### src/rtl/qafs_pkg.sv
// Shared types, constants and helpers of the quote-aware field splitter.
package qafs_pkg;

    localparam int HOLD_DEPTH = 16;
    localparam int HOLD_AW    = (HOLD_DEPTH > 1) ? $clog2(HOLD_DEPTH) : 1;
    localparam int CNT_W      = $clog2(HOLD_DEPTH + 1);
    localparam int DEPTH_MAX  = 255;
    localparam int DEPTH_W    = $clog2(DEPTH_MAX + 1);
    localparam int QDEPTH     = 4;
    localparam int QAW        = $clog2(QDEPTH);
    localparam int QCNT_W     = $clog2(QDEPTH + 1);

    localparam logic [7:0] CH_BSLASH   = 8'h5C;
    localparam logic [7:0] CH_LROUND   = 8'h28;
    localparam logic [7:0] CH_RROUND   = 8'h29;
    localparam logic [7:0] CH_LSQUARE  = 8'h5B;
    localparam logic [7:0] CH_RSQUARE  = 8'h5D;
    localparam logic [7:0] CH_SQUOTE   = 8'h27;
    localparam logic [7:0] CH_DQUOTE   = 8'h22;
    localparam logic [7:0] DELIM_RESET = 8'd44;

    localparam logic REG_DELIMITER = 1'b0;

    typedef enum logic [1:0] {
        QK_NONE,
        QK_SINGLE,
        QK_DOUBLE
    } t_quote;

    typedef enum logic [1:0] {
        CMD_CONTENT,
        CMD_SPACE,
        CMD_FIELD_END
    } t_cmd_kind;

    typedef struct packed {
        t_cmd_kind  kind;
        logic [7:0] data;
    } t_cmd;

    typedef enum logic {
        BK_IDLE,
        BK_FLUSH
    } t_back_state;

    function automatic logic is_space(input logic [7:0] c);
        return (c == 8'h20) || (c >= 8'h09 && c <= 8'h0D);
    endfunction

endpackage

### src/rtl/qafs_in_if.sv
// Input channel of the splitter: one text byte or an end marker per beat.
interface qafs_in_if;
    logic       valid;
    logic       ready;
    logic [7:0] in_byte;
    logic       end_of_text;

    modport source (output valid, output in_byte, output end_of_text, input ready);
    modport sink (input valid, input in_byte, input end_of_text, output ready);
endinterface

### src/rtl/qafs_out_if.sv
// Result channel of the splitter: one field byte or field end per beat.
interface qafs_out_if;
    logic       valid;
    logic       ready;
    logic [7:0] out_byte;
    logic       has_byte;
    logic       field_end;
    logic       trim_overflow;
    logic       run_last;

    modport source (output valid, output out_byte, output has_byte, output field_end,
                    output trim_overflow, output run_last, input ready);
    modport sink (input valid, input out_byte, input has_byte, input field_end,
                  input trim_overflow, input run_last, output ready);
endinterface

### src/rtl/qafs_front.sv
// Front end: tracks quotes, escapes and bracket depths and classifies each byte.
module qafs_front (
    input  logic          i_clk,
    input  logic          i_rst_n,
    qafs_in_if.sink       i_in,
    input  logic [7:0]    i_delim,
    input  logic          i_full,
    output logic          o_push,
    output qafs_pkg::t_cmd o_cmd
);
    import qafs_pkg::*;

    t_quote              r_quote, n_quote;
    logic                r_esc, n_esc;
    logic [DEPTH_W-1:0]  r_round, n_round;
    logic [DEPTH_W-1:0]  r_square, n_square;
    logic                r_started, n_started;
    logic                r_seen, n_seen;
    logic                accept;
    logic                do_content;
    logic                cmd_valid;
    logic [7:0]          c;
    logic [7:0]          closer;

    assign i_in.ready = !i_full;
    assign accept     = i_in.valid && !i_full;
    assign o_push     = accept && cmd_valid;
    assign c          = i_in.in_byte;
    assign closer     = (r_quote == QK_SINGLE) ? CH_SQUOTE : CH_DQUOTE;

    always_comb begin
        n_quote    = r_quote;
        n_esc      = r_esc;
        n_round    = r_round;
        n_square   = r_square;
        n_started  = r_started;
        n_seen     = r_seen;
        do_content = 1'b0;
        cmd_valid  = 1'b0;
        o_cmd.kind = CMD_FIELD_END;
        o_cmd.data = c;
        if (i_in.end_of_text) begin
            cmd_valid = r_seen;
            n_quote   = QK_NONE;
            n_esc     = 1'b0;
            n_round   = '0;
            n_square  = '0;
            n_started = 1'b0;
            n_seen    = 1'b0;
        end else begin
            n_seen = 1'b1;
            if (r_esc) begin
                n_esc      = 1'b0;
                do_content = 1'b1;
            end else if (r_quote != QK_NONE && c == CH_BSLASH) begin
                n_esc      = 1'b1;
                do_content = 1'b1;
            end else if (r_quote != QK_NONE) begin
                if (c == closer) begin
                    n_quote = QK_NONE;
                end
                do_content = 1'b1;
            end else if (c == CH_SQUOTE || c == CH_DQUOTE) begin
                n_quote    = (c == CH_SQUOTE) ? QK_SINGLE : QK_DOUBLE;
                do_content = 1'b1;
            end else begin
                if (c == CH_LROUND) begin
                    if (r_round < DEPTH_W'(DEPTH_MAX)) begin
                        n_round = r_round + 1'b1;
                    end
                end else if (c == CH_RROUND) begin
                    if (r_round != '0) begin
                        n_round = r_round - 1'b1;
                    end
                end else if (c == CH_LSQUARE) begin
                    if (r_square < DEPTH_W'(DEPTH_MAX)) begin
                        n_square = r_square + 1'b1;
                    end
                end else if (c == CH_RSQUARE) begin
                    if (r_square != '0) begin
                        n_square = r_square - 1'b1;
                    end
                end
                if (c == i_delim && n_round == '0 && n_square == '0) begin
                    cmd_valid = 1'b1;
                    n_started = 1'b0;
                end else begin
                    do_content = 1'b1;
                end
            end
            if (do_content) begin
                if (is_space(c)) begin
                    cmd_valid  = r_started;
                    o_cmd.kind = CMD_SPACE;
                end else begin
                    cmd_valid  = 1'b1;
                    o_cmd.kind = CMD_CONTENT;
                    n_started  = 1'b1;
                end
            end
        end
    end

    always_ff @(posedge i_clk) begin
        if (!i_rst_n) begin
            r_quote   <= QK_NONE;
            r_esc     <= 1'b0;
            r_round   <= '0;
            r_square  <= '0;
            r_started <= 1'b0;
            r_seen    <= 1'b0;
        end else if (accept) begin
            r_quote   <= n_quote;
            r_esc     <= n_esc;
            r_round   <= n_round;
            r_square  <= n_square;
            r_started <= n_started;
            r_seen    <= n_seen;
        end
    end

endmodule

### src/rtl/qafs_queue.sv
// Short command queue between the front end and the back end.
module qafs_queue (
    input  logic           i_clk,
    input  logic           i_rst_n,
    input  logic           i_push,
    input  qafs_pkg::t_cmd i_cmd,
    output logic           o_full,
    input  logic           i_pop,
    output qafs_pkg::t_cmd o_head,
    output logic           o_empty
);
    import qafs_pkg::*;

    t_cmd              r_mem [QDEPTH];
    logic [QAW-1:0]    r_wr, n_wr;
    logic [QAW-1:0]    r_rd, n_rd;
    logic [QCNT_W-1:0] r_cnt, n_cnt;

    assign o_full  = (r_cnt == QCNT_W'(QDEPTH));
    assign o_empty = (r_cnt == '0);
    assign o_head  = r_mem[r_rd];

    always_comb begin
        n_wr  = i_push ? r_wr + 1'b1 : r_wr;
        n_rd  = i_pop ? r_rd + 1'b1 : r_rd;
        n_cnt = r_cnt + QCNT_W'(i_push) - QCNT_W'(i_pop);
    end

    always_ff @(posedge i_clk) begin
        if (!i_rst_n) begin
            r_wr  <= '0;
            r_rd  <= '0;
            r_cnt <= '0;
        end else begin
            r_wr  <= n_wr;
            r_rd  <= n_rd;
            r_cnt <= n_cnt;
        end
    end

    always_ff @(posedge i_clk) begin
        if (i_push) begin
            r_mem[r_wr] <= i_cmd;
        end
    end

endmodule

### src/rtl/qafs_back.sv
// Back end: holds inner whitespace, flushes it and drives the result register.
module qafs_back (
    input  logic           i_clk,
    input  logic           i_rst_n,
    input  qafs_pkg::t_cmd i_head,
    input  logic           i_empty,
    output logic           o_pop,
    qafs_out_if.source     o_out
);
    import qafs_pkg::*;

    t_back_state        r_state, n_state;
    logic [7:0]         r_held [HOLD_DEPTH];
    logic [CNT_W-1:0]   r_count, n_count;
    logic [HOLD_AW-1:0] r_idx, n_idx;
    logic               r_valid;
    logic [7:0]         r_byte;
    logic               r_has, r_fend, r_ovf, r_last;
    logic               step;
    logic               full;
    logic               flast;
    logic               emit, e_has, e_fend, e_ovf, e_last;
    logic [7:0]         e_byte;
    logic               wr_en;
    logic [HOLD_AW-1:0] wr_idx;

    assign step  = !r_valid || o_out.ready;
    assign full  = (r_count == CNT_W'(HOLD_DEPTH));
    assign flast = (CNT_W'(r_idx) + 1'b1) == r_count;

    always_comb begin
        n_state = r_state;
        unique case (r_state)
            BK_IDLE: begin
                if (!i_empty && step) begin
                    if ((i_head.kind == CMD_CONTENT && r_count != '0)
                        || (i_head.kind == CMD_SPACE && full)) begin
                        n_state = BK_FLUSH;
                    end
                end
            end
            BK_FLUSH: begin
                if (step && flast) begin
                    n_state = BK_IDLE;
                end
            end
            default: n_state = BK_IDLE;
        endcase
    end

    always_comb begin
        emit    = 1'b0;
        e_byte  = 8'd0;
        e_has   = 1'b0;
        e_fend  = 1'b0;
        e_ovf   = 1'b0;
        e_last  = 1'b0;
        o_pop   = 1'b0;
        wr_en   = 1'b0;
        wr_idx  = r_count[HOLD_AW-1:0];
        n_count = r_count;
        n_idx   = r_idx;
        unique case (r_state)
            BK_IDLE: begin
                n_idx = '0;
                if (!i_empty && step) begin
                    unique case (i_head.kind)
                        CMD_CONTENT: begin
                            if (r_count == '0) begin
                                emit   = 1'b1;
                                e_byte = i_head.data;
                                e_has  = 1'b1;
                                e_last = 1'b1;
                                o_pop  = 1'b1;
                            end
                        end
                        CMD_SPACE: begin
                            if (!full) begin
                                wr_en   = 1'b1;
                                n_count = r_count + 1'b1;
                                o_pop   = 1'b1;
                            end
                        end
                        CMD_FIELD_END: begin
                            emit    = 1'b1;
                            e_fend  = 1'b1;
                            e_last  = 1'b1;
                            n_count = '0;
                            o_pop   = 1'b1;
                        end
                        default: begin
                            o_pop = 1'b1;
                        end
                    endcase
                end
            end
            BK_FLUSH: begin
                if (step) begin
                    emit   = 1'b1;
                    e_byte = r_held[r_idx];
                    e_has  = 1'b1;
                    e_ovf  = (i_head.kind == CMD_SPACE);
                    e_last = e_ovf && flast;
                    if (flast) begin
                        n_count = '0;
                        if (i_head.kind == CMD_SPACE) begin
                            wr_en   = 1'b1;
                            wr_idx  = '0;
                            n_count = CNT_W'(1);
                            o_pop   = 1'b1;
                        end
                    end else begin
                        n_idx = r_idx + 1'b1;
                    end
                end
            end
            default: begin
                n_count = r_count;
            end
        endcase
    end

    always_ff @(posedge i_clk) begin
        if (!i_rst_n) begin
            r_state <= BK_IDLE;
            r_count <= '0;
            r_idx   <= '0;
            r_valid <= 1'b0;
        end else begin
            r_state <= n_state;
            r_count <= n_count;
            r_idx   <= n_idx;
            if (step) begin
                r_valid <= emit;
            end
        end
    end

    always_ff @(posedge i_clk) begin
        if (step) begin
            r_byte <= e_byte;
            r_has  <= e_has;
            r_fend <= e_fend;
            r_ovf  <= e_ovf;
            r_last <= e_last;
        end
        if (wr_en) begin
            r_held[wr_idx] <= i_head.data;
        end
    end

    assign o_out.valid         = r_valid;
    assign o_out.out_byte      = r_byte;
    assign o_out.has_byte      = r_has;
    assign o_out.field_end     = r_fend;
    assign o_out.trim_overflow = r_ovf;
    assign o_out.run_last      = r_last;

endmodule

### src/rtl/quote_aware_field_splitter.sv
// Top level of the quote-aware field splitter with its register port.
//
// The splitter takes one text byte per beat and returns trimmed field bytes and
// field ends, splitting at the delimiter register (byte address 0, reset ',')
// only outside quotes and at zero round and square bracket depth. The front end
// classifies each byte combinationally and feeds a four-entry command queue, so
// input beats are taken every cycle while the queue has room. The back end sets
// the sustained rate: a byte that needs no flush passes straight through, while
// a non-space byte with held whitespace, or a whitespace byte with a full hold
// store, waits until the held bytes are flushed through the single read port of
// the hold store, which emits one byte per cycle while the output is not stalled.
module quote_aware_field_splitter (
    input  logic        i_clk,
    input  logic        i_rst_n,
    qafs_in_if.sink     i_in,
    qafs_out_if.source  o_out,
    input  logic        psel,
    input  logic        penable,
    input  logic        pwrite,
    input  logic [2:0]  paddr,
    input  logic [31:0] pwdata,
    output logic [31:0] prdata,
    output logic        pready
);
    import qafs_pkg::*;

    logic [7:0] r_delim;
    logic       cfg_wr;
    logic       push, full, pop, empty;
    t_cmd       cmd, head;

    assign pready = 1'b1;
    assign cfg_wr = psel && penable && pwrite && (paddr[2] == REG_DELIMITER);
    assign prdata = (paddr[2] == REG_DELIMITER) ? {24'd0, r_delim} : 32'd0;

    always_ff @(posedge i_clk) begin
        if (!i_rst_n) begin
            r_delim <= DELIM_RESET;
        end else if (cfg_wr) begin
            r_delim <= pwdata[7:0];
        end
    end

    qafs_front u_front (
        .i_clk   (i_clk),
        .i_rst_n (i_rst_n),
        .i_in    (i_in),
        .i_delim (r_delim),
        .i_full  (full),
        .o_push  (push),
        .o_cmd   (cmd)
    );

    qafs_queue u_queue (
        .i_clk   (i_clk),
        .i_rst_n (i_rst_n),
        .i_push  (push),
        .i_cmd   (cmd),
        .o_full  (full),
        .i_pop   (pop),
        .o_head  (head),
        .o_empty (empty)
    );

    qafs_back u_back (
        .i_clk   (i_clk),
        .i_rst_n (i_rst_n),
        .i_head  (head),
        .i_empty (empty),
        .o_pop   (pop),
        .o_out   (o_out)
    );

endmodule
### src/flat_wrapper.sv
// flat-port wrapper written by rule: the top's interface ports become plain ports
module quote_aware_field_splitter_flat import qafs_pkg::*;
  (i_clk, i_rst_n, psel, penable, pwrite, paddr, pwdata, prdata, pready, i_in_valid, i_in_in_byte, i_in_end_of_text, i_in_ready, o_out_valid, o_out_out_byte, o_out_has_byte, o_out_field_end, o_out_trim_overflow, o_out_run_last, o_out_ready);
  qafs_in_if i_in_i ();
  qafs_out_if o_out_i ();
  input  logic i_clk;
  input  logic i_rst_n;
  input  logic psel;
  input  logic penable;
  input  logic pwrite;
  input  logic [2:0] paddr;
  input  logic [31:0] pwdata;
  output logic [31:0] prdata;
  output logic pready;
  input wire logic [$bits(i_in_i.valid)-1:0] i_in_valid;
  input wire logic [$bits(i_in_i.in_byte)-1:0] i_in_in_byte;
  input wire logic [$bits(i_in_i.end_of_text)-1:0] i_in_end_of_text;
  output wire logic [$bits(i_in_i.ready)-1:0] i_in_ready;
  output wire logic [$bits(o_out_i.valid)-1:0] o_out_valid;
  output wire logic [$bits(o_out_i.out_byte)-1:0] o_out_out_byte;
  output wire logic [$bits(o_out_i.has_byte)-1:0] o_out_has_byte;
  output wire logic [$bits(o_out_i.field_end)-1:0] o_out_field_end;
  output wire logic [$bits(o_out_i.trim_overflow)-1:0] o_out_trim_overflow;
  output wire logic [$bits(o_out_i.run_last)-1:0] o_out_run_last;
  input wire logic [$bits(o_out_i.ready)-1:0] o_out_ready;
  assign i_in_i.valid = i_in_valid;
  assign i_in_i.in_byte = i_in_in_byte;
  assign i_in_i.end_of_text = i_in_end_of_text;
  assign i_in_ready = i_in_i.ready;
  assign o_out_valid = o_out_i.valid;
  assign o_out_out_byte = o_out_i.out_byte;
  assign o_out_has_byte = o_out_i.has_byte;
  assign o_out_field_end = o_out_i.field_end;
  assign o_out_trim_overflow = o_out_i.trim_overflow;
  assign o_out_run_last = o_out_i.run_last;
  assign o_out_i.ready = o_out_ready;
  quote_aware_field_splitter u_core (.i_clk(i_clk), .i_rst_n(i_rst_n), .i_in(i_in_i), .o_out(o_out_i), .psel(psel), .penable(penable), .pwrite(pwrite), .paddr(paddr), .pwdata(pwdata), .prdata(prdata), .pready(pready));
endmodule
### config.mk
export PLATFORM = sky130hd
export DESIGN_NAME = quote_aware_field_splitter_flat
export DESIGN_NICKNAME = d
export VERILOG_FILES = /design/src/rtl/qafs_pkg.sv /design/src/rtl/qafs_in_if.sv /design/src/rtl/qafs_out_if.sv /design/src/rtl/qafs_front.sv /design/src/rtl/qafs_queue.sv /design/src/rtl/qafs_back.sv /design/src/rtl/quote_aware_field_splitter.sv /design/src/flat_wrapper.sv
export SDC_FILE = /design/constraint.sdc
export NUM_CORES = 1
export LEC_CHECK = 0
export BUFFER_PORTS_ARGS = -buffer_cell sky130_fd_sc_hd__buf_2
export CAP_MARGIN = 0
export CORE_ASPECT_RATIO = 1.4
export CORE_MARGIN = 2
export CORE_UTILIZATION = 56
export CTS_BUF_LIST = sky130_fd_sc_hd__clkbuf_4
export CTS_CLUSTER_SIZE = 40
export DETAILED_ROUTE_END_ITERATION = 8
export GPL_ROUTABILITY_DRIVEN = 0
export PLACE_DENSITY_LB_ADDON = 0.12
export SKIP_LAST_GASP = 1
export SYNTH_ARGS = -nofsm -noshare
export SYNTH_HDL_FRONTEND = slang
export SYNTH_SLANG_ARGS = --single-unit
### constraint.sdc
create_clock -name i_clk -period 4.2 [get_ports i_clk]
set_input_delay 0.42 -clock i_clk [delete_from_list [all_inputs] [get_ports i_clk]]
set_output_delay 0.42 -clock i_clk [all_outputs]
set_load 0.02 [all_outputs]
# --- Word-level counts from Yosys, hierarchy flattened ---
# Memory sizes are Yosys's and may differ from the RTL's. A register that Yosys moved wholly into a read port is not among the register bits.
# Cells that the tools add are included.
totals:
  regBits: 59
  ram_bits: 168
  in_bits: 51
  output_inout_bits: 47
  wordCells: 219
  memories: 2
memory_table:
  columns: ["name", "words", "width", "rd", "rd_ports_with_merged_regs", "wr", "line_no", "source"]
  rows:
  - ["u_core.u_back.r_held", 16, 8, 1, 1, 1, "qafs_back.sv:13", "logic [7:0] r_held [HOLD_DEPTH];"]
  - ["u_core.u_queue.r_mem", 4, 10, 1, 1, 1, "qafs_queue.sv:14", "t_cmd r_mem [QDEPTH];"]
op_classes:
  n_addsub: 11
  magnitude_cmp: 4
  n_eq_ne: 27
  mux: 117
  bitwise: 3
  reduce_logical: 36
ops:
  columns: ["cell", "n"]
  rows:
  - ["8-bit two-way mux", 34]
  - ["1-bit two-way mux", 47]
  - ["8-bit by 6-bit == test with 1-bit output (second input constant)", 5]
  - ["4-bit two-way mux", 8]
  - ["8-bit by 7-bit == test with 1-bit output (second input constant)", 3]
  - ["2-bit two-way mux", 11]
  - ["5-bit two-way mux", 4]
  - ["5-bit one-hot mux with 2 select lines", 2]
  - ["8-bit by 1-bit adder with 8-bit output (second input constant)", 2]
  - ["8-bit zero test", 2]
  - ["8-bit less-than comparator (second input constant)", 2]
  - ["1-bit one-hot mux with 2 select lines", 8]
  - ["8-bit one-hot mux with 2 select lines", 1]
  - ["8-bit nonzero test", 2]
  - ["8-bit by 1-bit subtractor with 8-bit output (second input constant)", 2]
  - ["5-bit AND reduction", 3]
  - ["1-bit logical AND", 14]
  - ["2-bit != test (second input constant)", 6]
  - ["8-bit by 6-bit == test with 1-bit output", 1]
  - ["8-bit == test", 1]
  - ["8-bit by 4-bit greater-or-equal comparator with 1-bit output (second input constant)", 1]
  - ["8-bit by 4-bit <= comparator with 1-bit output (second input constant)", 1]
  - ["4-bit one-hot mux with 2 select lines", 1]
  - ["3-bit by 2-bit != test with 1-bit output (second input constant)", 2]
  - ["25 further kinds", 35]

# --- Longest topological paths before layout ---
depth:
  word_depth: 24
  depth_mapped: 19
  ltp_nobuf: 19

# --- Modules after synthesis ---
# From an unflattened synthesis, not the netlist that was laid out.
hier_totals:
  cells_unflattened: 813
  area_unflattened_um2: 11192.0
by_module_without_submodules:
  columns: ["module", "instances", "cells_per_inst", "area_per_inst_um2", "seq_area_each_um2"]
  rows:
  - ["qafs_back", 1, 342, 6308.6, 4504.3]
  - ["qafs_front", 1, 306, 2392.3, 420.4]
  - ["qafs_queue", 1, 95, 1885.6, 1381.3]
  - ["quote_aware_field_splitter", 1, 70, 605.6, 160.2]

# --- Worst setup path after synthesis ---
# OpenSTA, ideal clock, no wires.
synth_timing:
  path_type: "register to register"
  from: "register u_core.u_front.r_square[0]"
  to: "register u_core.u_queue.r_cnt[2]"
  setup_ns: 0.115
  arrival_ns: 3.911
  t_required_ns: 4.085
  path_slack_ns: 0.174
  stages_incl_launch_ff: 20
  path_buffers: 0
  synth_period_minus_slack_ns: 4.026
  cell_sequence: "dfxtp_1 inv_1 ha_1 or3b_2 nor2_8 nor3_1 o32ai_2 nand4b_1 nor4_1 a31oi_1 a311oi_4 inv_1 ha_1 inv_1 ha_1 inv_1 fa_1 xnor2_1 xnor2_1 and2_1"
synth_via:
  elab_chain_cells: 24
  word_cells_on_any_way: 33
  cone_classes: "add/sub (4); order compare (1); mux (24); reduce/logical (4)"
synth_lines:
  columns: ["element", "line_no", "source"]
  rows:
  - ["start: declaration", "qafs_front.sv:16", "logic [DEPTH_W-1:0] r_square, n_square;"]
  - ["start signal: assignment", "qafs_front.sv:116", "r_square <= n_square;"]
  - ["8-bit by 1-bit subtractor with 8-bit output / 8-bit nonzero test (equally long branches)", "qafs_front.sv:81, qafs_front.sv:80", null]
  - ["8-bit two-way mux", "qafs_front.sv:80", "if (r_square != '0) begin"]
  - ["8-bit two-way mux", "qafs_front.sv:79", "end else if (c == CH_RSQUARE) begin"]
  - ["8-bit two-way mux", "qafs_front.sv:75", "end else if (c == CH_LSQUARE) begin"]
  - ["8-bit two-way mux", "qafs_front.sv:71", "end else if (c == CH_RROUND) begin"]
  - ["8-bit two-way mux *", "qafs_front.sv:67", "if (c == CH_LROUND) begin"]
  - ["8-bit two-way mux *", "qafs_front.sv:63", "end else if (c == CH_SQUOTE || c == CH_DQUOTE) begin"]
  - ["8-bit two-way mux *", "qafs_front.sv:58", "end else if (r_quote != QK_NONE) begin"]
  - ["[8 not listed]", null, null]
  - ["1-bit two-way mux", "qafs_front.sv:55", "end else if (r_quote != QK_NONE && c == CH_BSLASH) begin"]
  - ["1-bit two-way mux", "qafs_front.sv:52", "if (r_esc) begin"]
  - ["1-bit two-way mux", "qafs_front.sv:42", "if (i_in.end_of_text) begin"]
  - ["1-bit two-way mux *", "qafs_front.sv:91", "if (do_content) begin"]
  - ["1-bit two-way mux *", "qafs_front.sv:42", null]
  - ["1-bit logical AND *", "qafs_front.sv:27", "assign o_push = accept && cmd_valid;"]
  - ["3-bit by 1-bit adder with 3-bit output *", "qafs_queue.sv:26", "n_cnt = r_cnt + QCNT_W'(i_push) - QCNT_W'(i_pop);"]
  - ["3-bit by 1-bit subtractor with 3-bit output *", "qafs_queue.sv:26", null]
  - ["end signal: assignment", "qafs_queue.sv:37", "r_cnt <= n_cnt;"]
  - ["end: declaration", "qafs_queue.sv:17", "logic [QCNT_W-1:0] r_cnt, n_cnt;"]
# Mark *: on every way between the ends. The rest lies on a longest branch, timed or not. The select of a mux whose other input is x is not followed.
# A chain may end at the register's enable or synchronous reset.

# --- Worst setup path in the final report ---
layout_timing:
  from: "register u_core.u_front.r_round[0]"
  to: "register u_core.u_queue.r_cnt[2]"
layout_via:
  elab_chain_cells: 23
  word_cells_on_any_way: 32
  cone_classes: "add/sub (4); order compare (1); mux (22); reduce/logical (5)"
layout_lines:
  columns: ["element", "line_no", "source"]
  rows:
  - ["start: declaration", "qafs_front.sv:15", "logic [DEPTH_W-1:0] r_round, n_round;"]
  - ["start signal: assignment", "qafs_front.sv:115", "r_round <= n_round;"]
  - ["8-bit by 1-bit subtractor with 8-bit output / 8-bit nonzero test (equally long branches)", "qafs_front.sv:73, qafs_front.sv:72", null]
  - ["8-bit two-way mux", "qafs_front.sv:72", "if (r_round != '0) begin"]
  - ["8-bit two-way mux", "qafs_front.sv:71", null]
  - ["8-bit two-way mux *", "qafs_front.sv:67", null]
  - ["8-bit two-way mux *", "qafs_front.sv:63", null]
  - ["8-bit two-way mux *", "qafs_front.sv:58", null]
  - ["8-bit two-way mux *", "qafs_front.sv:55", null]
  - ["8-bit two-way mux *", "qafs_front.sv:52", null]
  - ["[7 not listed]", null, null]
  - ["1-bit two-way mux", "qafs_front.sv:55", null]
  - ["1-bit two-way mux", "qafs_front.sv:52", null]
  - ["1-bit two-way mux", "qafs_front.sv:42", null]
  - ["1-bit two-way mux *", "qafs_front.sv:91", null]
  - ["1-bit two-way mux *", "qafs_front.sv:42", null]
  - ["1-bit logical AND *", "qafs_front.sv:27", null]
  - ["3-bit by 1-bit adder with 3-bit output *", "qafs_queue.sv:26", null]
  - ["3-bit by 1-bit subtractor with 3-bit output *", "qafs_queue.sv:26", null]
# Marked as above.

==> results.py <==
metrics = {
    "setup_path": {
        "critical_path.top_delay_family": "adder cells",
        "reg2reg_depth": 18,
        "cp_max_fo": 6,
        "rr_startpoint": "u_core.u_front.r_round[0]$_SDFFE_PN0P_",
        "worstPathRequired_ps": 4740,
        "slowest_stage": "fa_1",
        "worst-setup-path-type": "flip-flop to flip-flop",
        "crit_chain": "ha_1, and4_1, nor2b_1, o311a_1, nor3_1, o2111ai_1, nor4_2, a31oi_2, a311oi_4, inv_1, ha_1, inv_1, ha_1, inv_1, fa_1, xnor2_1, xnor2_1, and2_1",
        "reg2reg_slack_ps": 210,
        "cp.arrival_ps": 4530,
        "r2r_end": "u_core.u_queue.r_cnt[2]$_SDFF_PN0_",
        "worst_path_largest_cell_delay_ps": 370,
        "path_buf_inv": 3,
        "cp-start-kind": "flip-flop",
        "critPathCaptureType": "flip-flop",
    },
    "yosys": {
        "netlist_area_mm2": 0.0109,
        "synth-seq-area-share": 0.595,
        "synth-seq-cells": 233,
        "yosys.cell_types.count": 77,
        "ys.flop_type": "edfxtp_1",
        "ys_top_cells_by_area": "edfxtp_1 (50%), mux4_2 (10%), dfxtp_1 (9.8%)",
        "syn_avg_cell_area_um2": 13.2,
        "synth_top_area_cell": "edfxtp_1",
        "synth_top_area_frac": 0.497,
        "synth-edff-count": 180,
        "yosysWarningCount": 0,
        "async_flop_share": 0,
        "syn_inst": 825,
    },
    "cells_and_area": {
        "nets": 1032,
        "final_cell_mix": "edfxtp_1 (180), buf_4 (83), clkbuf_4 (75)",
        "drive_above_1_share": 0.287,
        "register_area_mm2": 0.00647,
        "design_area_mm2": 0.0125,
        "multi_input_area_mm2": 0.00407,
        "syn_to_final_growth_pct": 15.2,
        "layout_commonest_cell": "edfxtp_1",
        "fillers": 1494,
        "fin_util": 0.655,
    },
    "sta": {
        "fmax_ghz": 0.251,
        "period_minus_slack_ps": 3990,
        "max_slew_margin": 0.390,
        "finalCritPeriodShare": 0.950,
        "worst_slew_pin_slew_ps": 911,
        "fin_skew_ps": 37.0,
        "drv_slew": 0,
        "final_hold_viol_count": 0,
        "tns_ps": 0,
        "finalSetupViolations": 0,
    },
    "power": {
        "ir_drop_mv": 0.224,
        "p_per_area_mw_per_mm2": 459,
        "p_leak_nw": 4.46,
    },
    "cts": {
        "cts_root_buf": "clkbuf_4",
        "postCtsSetupBuffers": 0,
        "cts.htree.levels": 2,
        "clock_path_buffers": 3,
        "cts_buffers": 53,
        "clkLatencyLatePin_ps": 680,
        "clock-sinks": 233,
        "cts_tree": "built",
        "cts.clk_slew.worst_paths_ps": 70,
    },
    "floorplanning": {
        "rows": 60,
        "io_pins": 98,
        "dieHeight_um": 169,
        "die_width_um": 122,
        "dieArea_mm2": 0.0206,
        "coreArea_mm2": 0.0191,
        "initial_core_util": 0.568,
    },
    "detailed_routing": {
        "drt_iter0_markers": 398,
        "detail-route-antenna-nets": 0,
        "wl_per_cell_um": 18.6,
        "dr.pass1.iters": 5,
        "vias": 7226,
        "drc": 0,
        "viasPerCell": 5.75,
        "finalWirelength_mm": 23.4,
    },
    "flow_run": {
        "drv_cap": 0,
    },
    "global_route": {
        "overflow": 0,
        "gr-usage-all-layers": 0.235,
        "grt_pass1_vias": 7428,
        "grt_pass1_wl_mm": 37.5,
        "antenna_found_initial": 1,
        "grt_start_max_net_pins": 48,
    },
    "min_path": {
        "whs_path_depth": 2,
        "min_to": "u_core.u_queue.r_mem[0][4]$_DFFE_PP_",
        "hold_start": "i_in_in_byte[4]",
        "worstHoldPathType": "primary input to flip-flop",
    },
    "placed_design": {
        "dpl.hpwl_mm": 16.5,
        "post_dp_cell_area_mm2": 0.0118,
        "port_buffers": 46,
    },
    "outcome": {
        "outcome": "complete, no violations",
    },
}
[synthesized netlist by cell type (6+ instances only)]
library cell,n
edfxtp_1,180
nand2_1,66
dfxtp_1,53
mux4_2,50
nor2_1,50
clkbuf_1,34
nor2b_1,34
a21oi_1,29
o21ai_0,28
buf_4,27
nor3_1,24
inv_1,22
nand3_1,20
xnor2_1,16
and2_1,14
ha_1,13
nor4_1,11
a31oi_1,10
nand4_1,9
nor3b_1,9
and3b_1,6
buf_1,6
[timing repair]
| item | in CTS | in global routing |
|---|---|---|
| setup endpoints to repair | 0 | 2 |
| resized for setup | 0 | 11 |
| endpoints found under the hold margin | 8 | 0 |
| hold buffers | 8 | 0 |
[cell families (layout without fill, tap and decap cells)]
logic type	count (synthesis)	in the layout	share of synthesized area
compound gates	120	120	0.0751
simple gates	283	283	0.142
xor+xnor	21	21	0.0169
fa+ha+maj	14	14	0.0168
other cells	2	28	0.000690
flops	233	233	0.595
mux	56	56	0.109
buf+inv	96	253	0.0444
[metal layers]
metal | global-route usage | wire length [um] | vias to the layer above
met3 | 0.0418 | 1040 | 47
met2 | 0.452 | 13400 | 224
met4 | 0.0905 | 609 | 0
met1 | 0.249 | 8350 | 3552
li1 | - | - | 3403
met5 | 0 | 0 | -
[how the worst max path moves through the flow]
| stage | start | end | slack [ps] | cells past startpoint |
|---|---|---|---|---|
| 6_report | u_core.u_front.r_round[0]$_SDFFE_PN0P_ | u_core.u_queue.r_cnt[2]$_SDFF_PN0_ | 210 | 18 |
| 5_1_grt | u_core.u_front.r_round[0]$_SDFFE_PN0P_ | u_core.u_queue.r_cnt[2]$_SDFF_PN0_ | -8 | 19 |
| 4_1_cts | u_core.u_front.r_round[0]$_SDFFE_PN0P_ | u_core.u_queue.r_cnt[2]$_SDFF_PN0_ | 50 | 19 |
| 3_5_place_dp | i_in_in_byte[4] | u_core.u_queue.r_cnt[2]$_SDFF_PN0_ | 10 | 19 |
| 3_3_place_gp | i_in_in_byte[4] | u_core.u_queue.r_cnt[2]$_SDFF_PN0_ | 100 | 19 |
| 2_1_floorplan | u_core.u_front.r_square[0]$_SDFFE_PN0P_ | u_core.u_queue.r_cnt[2]$_SDFF_PN0_ | 170 | 19 |
[per-stage QoR]
| step | setup slack [ps] | std cells | total power, mW | hold slack [ps] |
|---|---|---|---|---|
| CTS | 49.8 | 1253 | 5.83 | 60.0 |
| global route | -8.42 | 1256 | 6.06 | 80.1 |
| global placement | 105 | 1152 | 4.06 | 476 |
| finish | 212 | 1256 | 5.75 | 108 |
| detailed placement | 9.59 | 1152 | 4.13 | 490 |
| floorplan | 174 | 848 | 3.77 | 464 |
[flip-flops by register name, indices dropped and copies added (netlist names), named ones only]
signal and count:
u_core.u_back.o_out.run_last 1, u_core.u_back.o_out.trim_overflow 1, u_core.u_front.r_seen 1, u_core.r_delim 8, u_core.u_front.r_started 1, u_core.u_back.o_out.has_byte 1
u_core.u_queue.r_mem 40, u_core.u_back.o_out.field_end 1, u_core.u_back.r_state 1, u_core.u_front.r_round 8, u_core.u_front.r_esc 1, u_core.u_queue.r_rd 2
u_core.u_queue.r_wr 2, u_core.u_back.r_count 5, u_core.u_front.r_quote 2, u_core.u_front.r_square 8, u_core.u_back.r_held 128, u_core.u_back.r_idx 4
u_core.u_back.o_out.out_byte 8, u_core.u_back.o_out.valid 1, u_core.u_queue.r_cnt 3
[where the power goes]
| part | switching [mW] | internal (mW) |
|---|---|---|
| clock network | 0.857 | 0.828 |
| logic | 0.703 | 0.440 |
| registers | 0.103 | 2.82 |
| total | 1.66 | 4.09 |
[final cells by class]
cell class | instances | area share
diodes | 3 | 0.000599
multi-input cells | 519 | 0.324
clock buffers | 75 | 0.0449
flip-flops and latches | 233 | 0.516
inverters | 22 | 0.00659
clock inverters | 18 | 0.00659
well taps | 248 | 0.0248
repair buffers | 138 | 0.0761
Power figures use the tool's default switching activity.
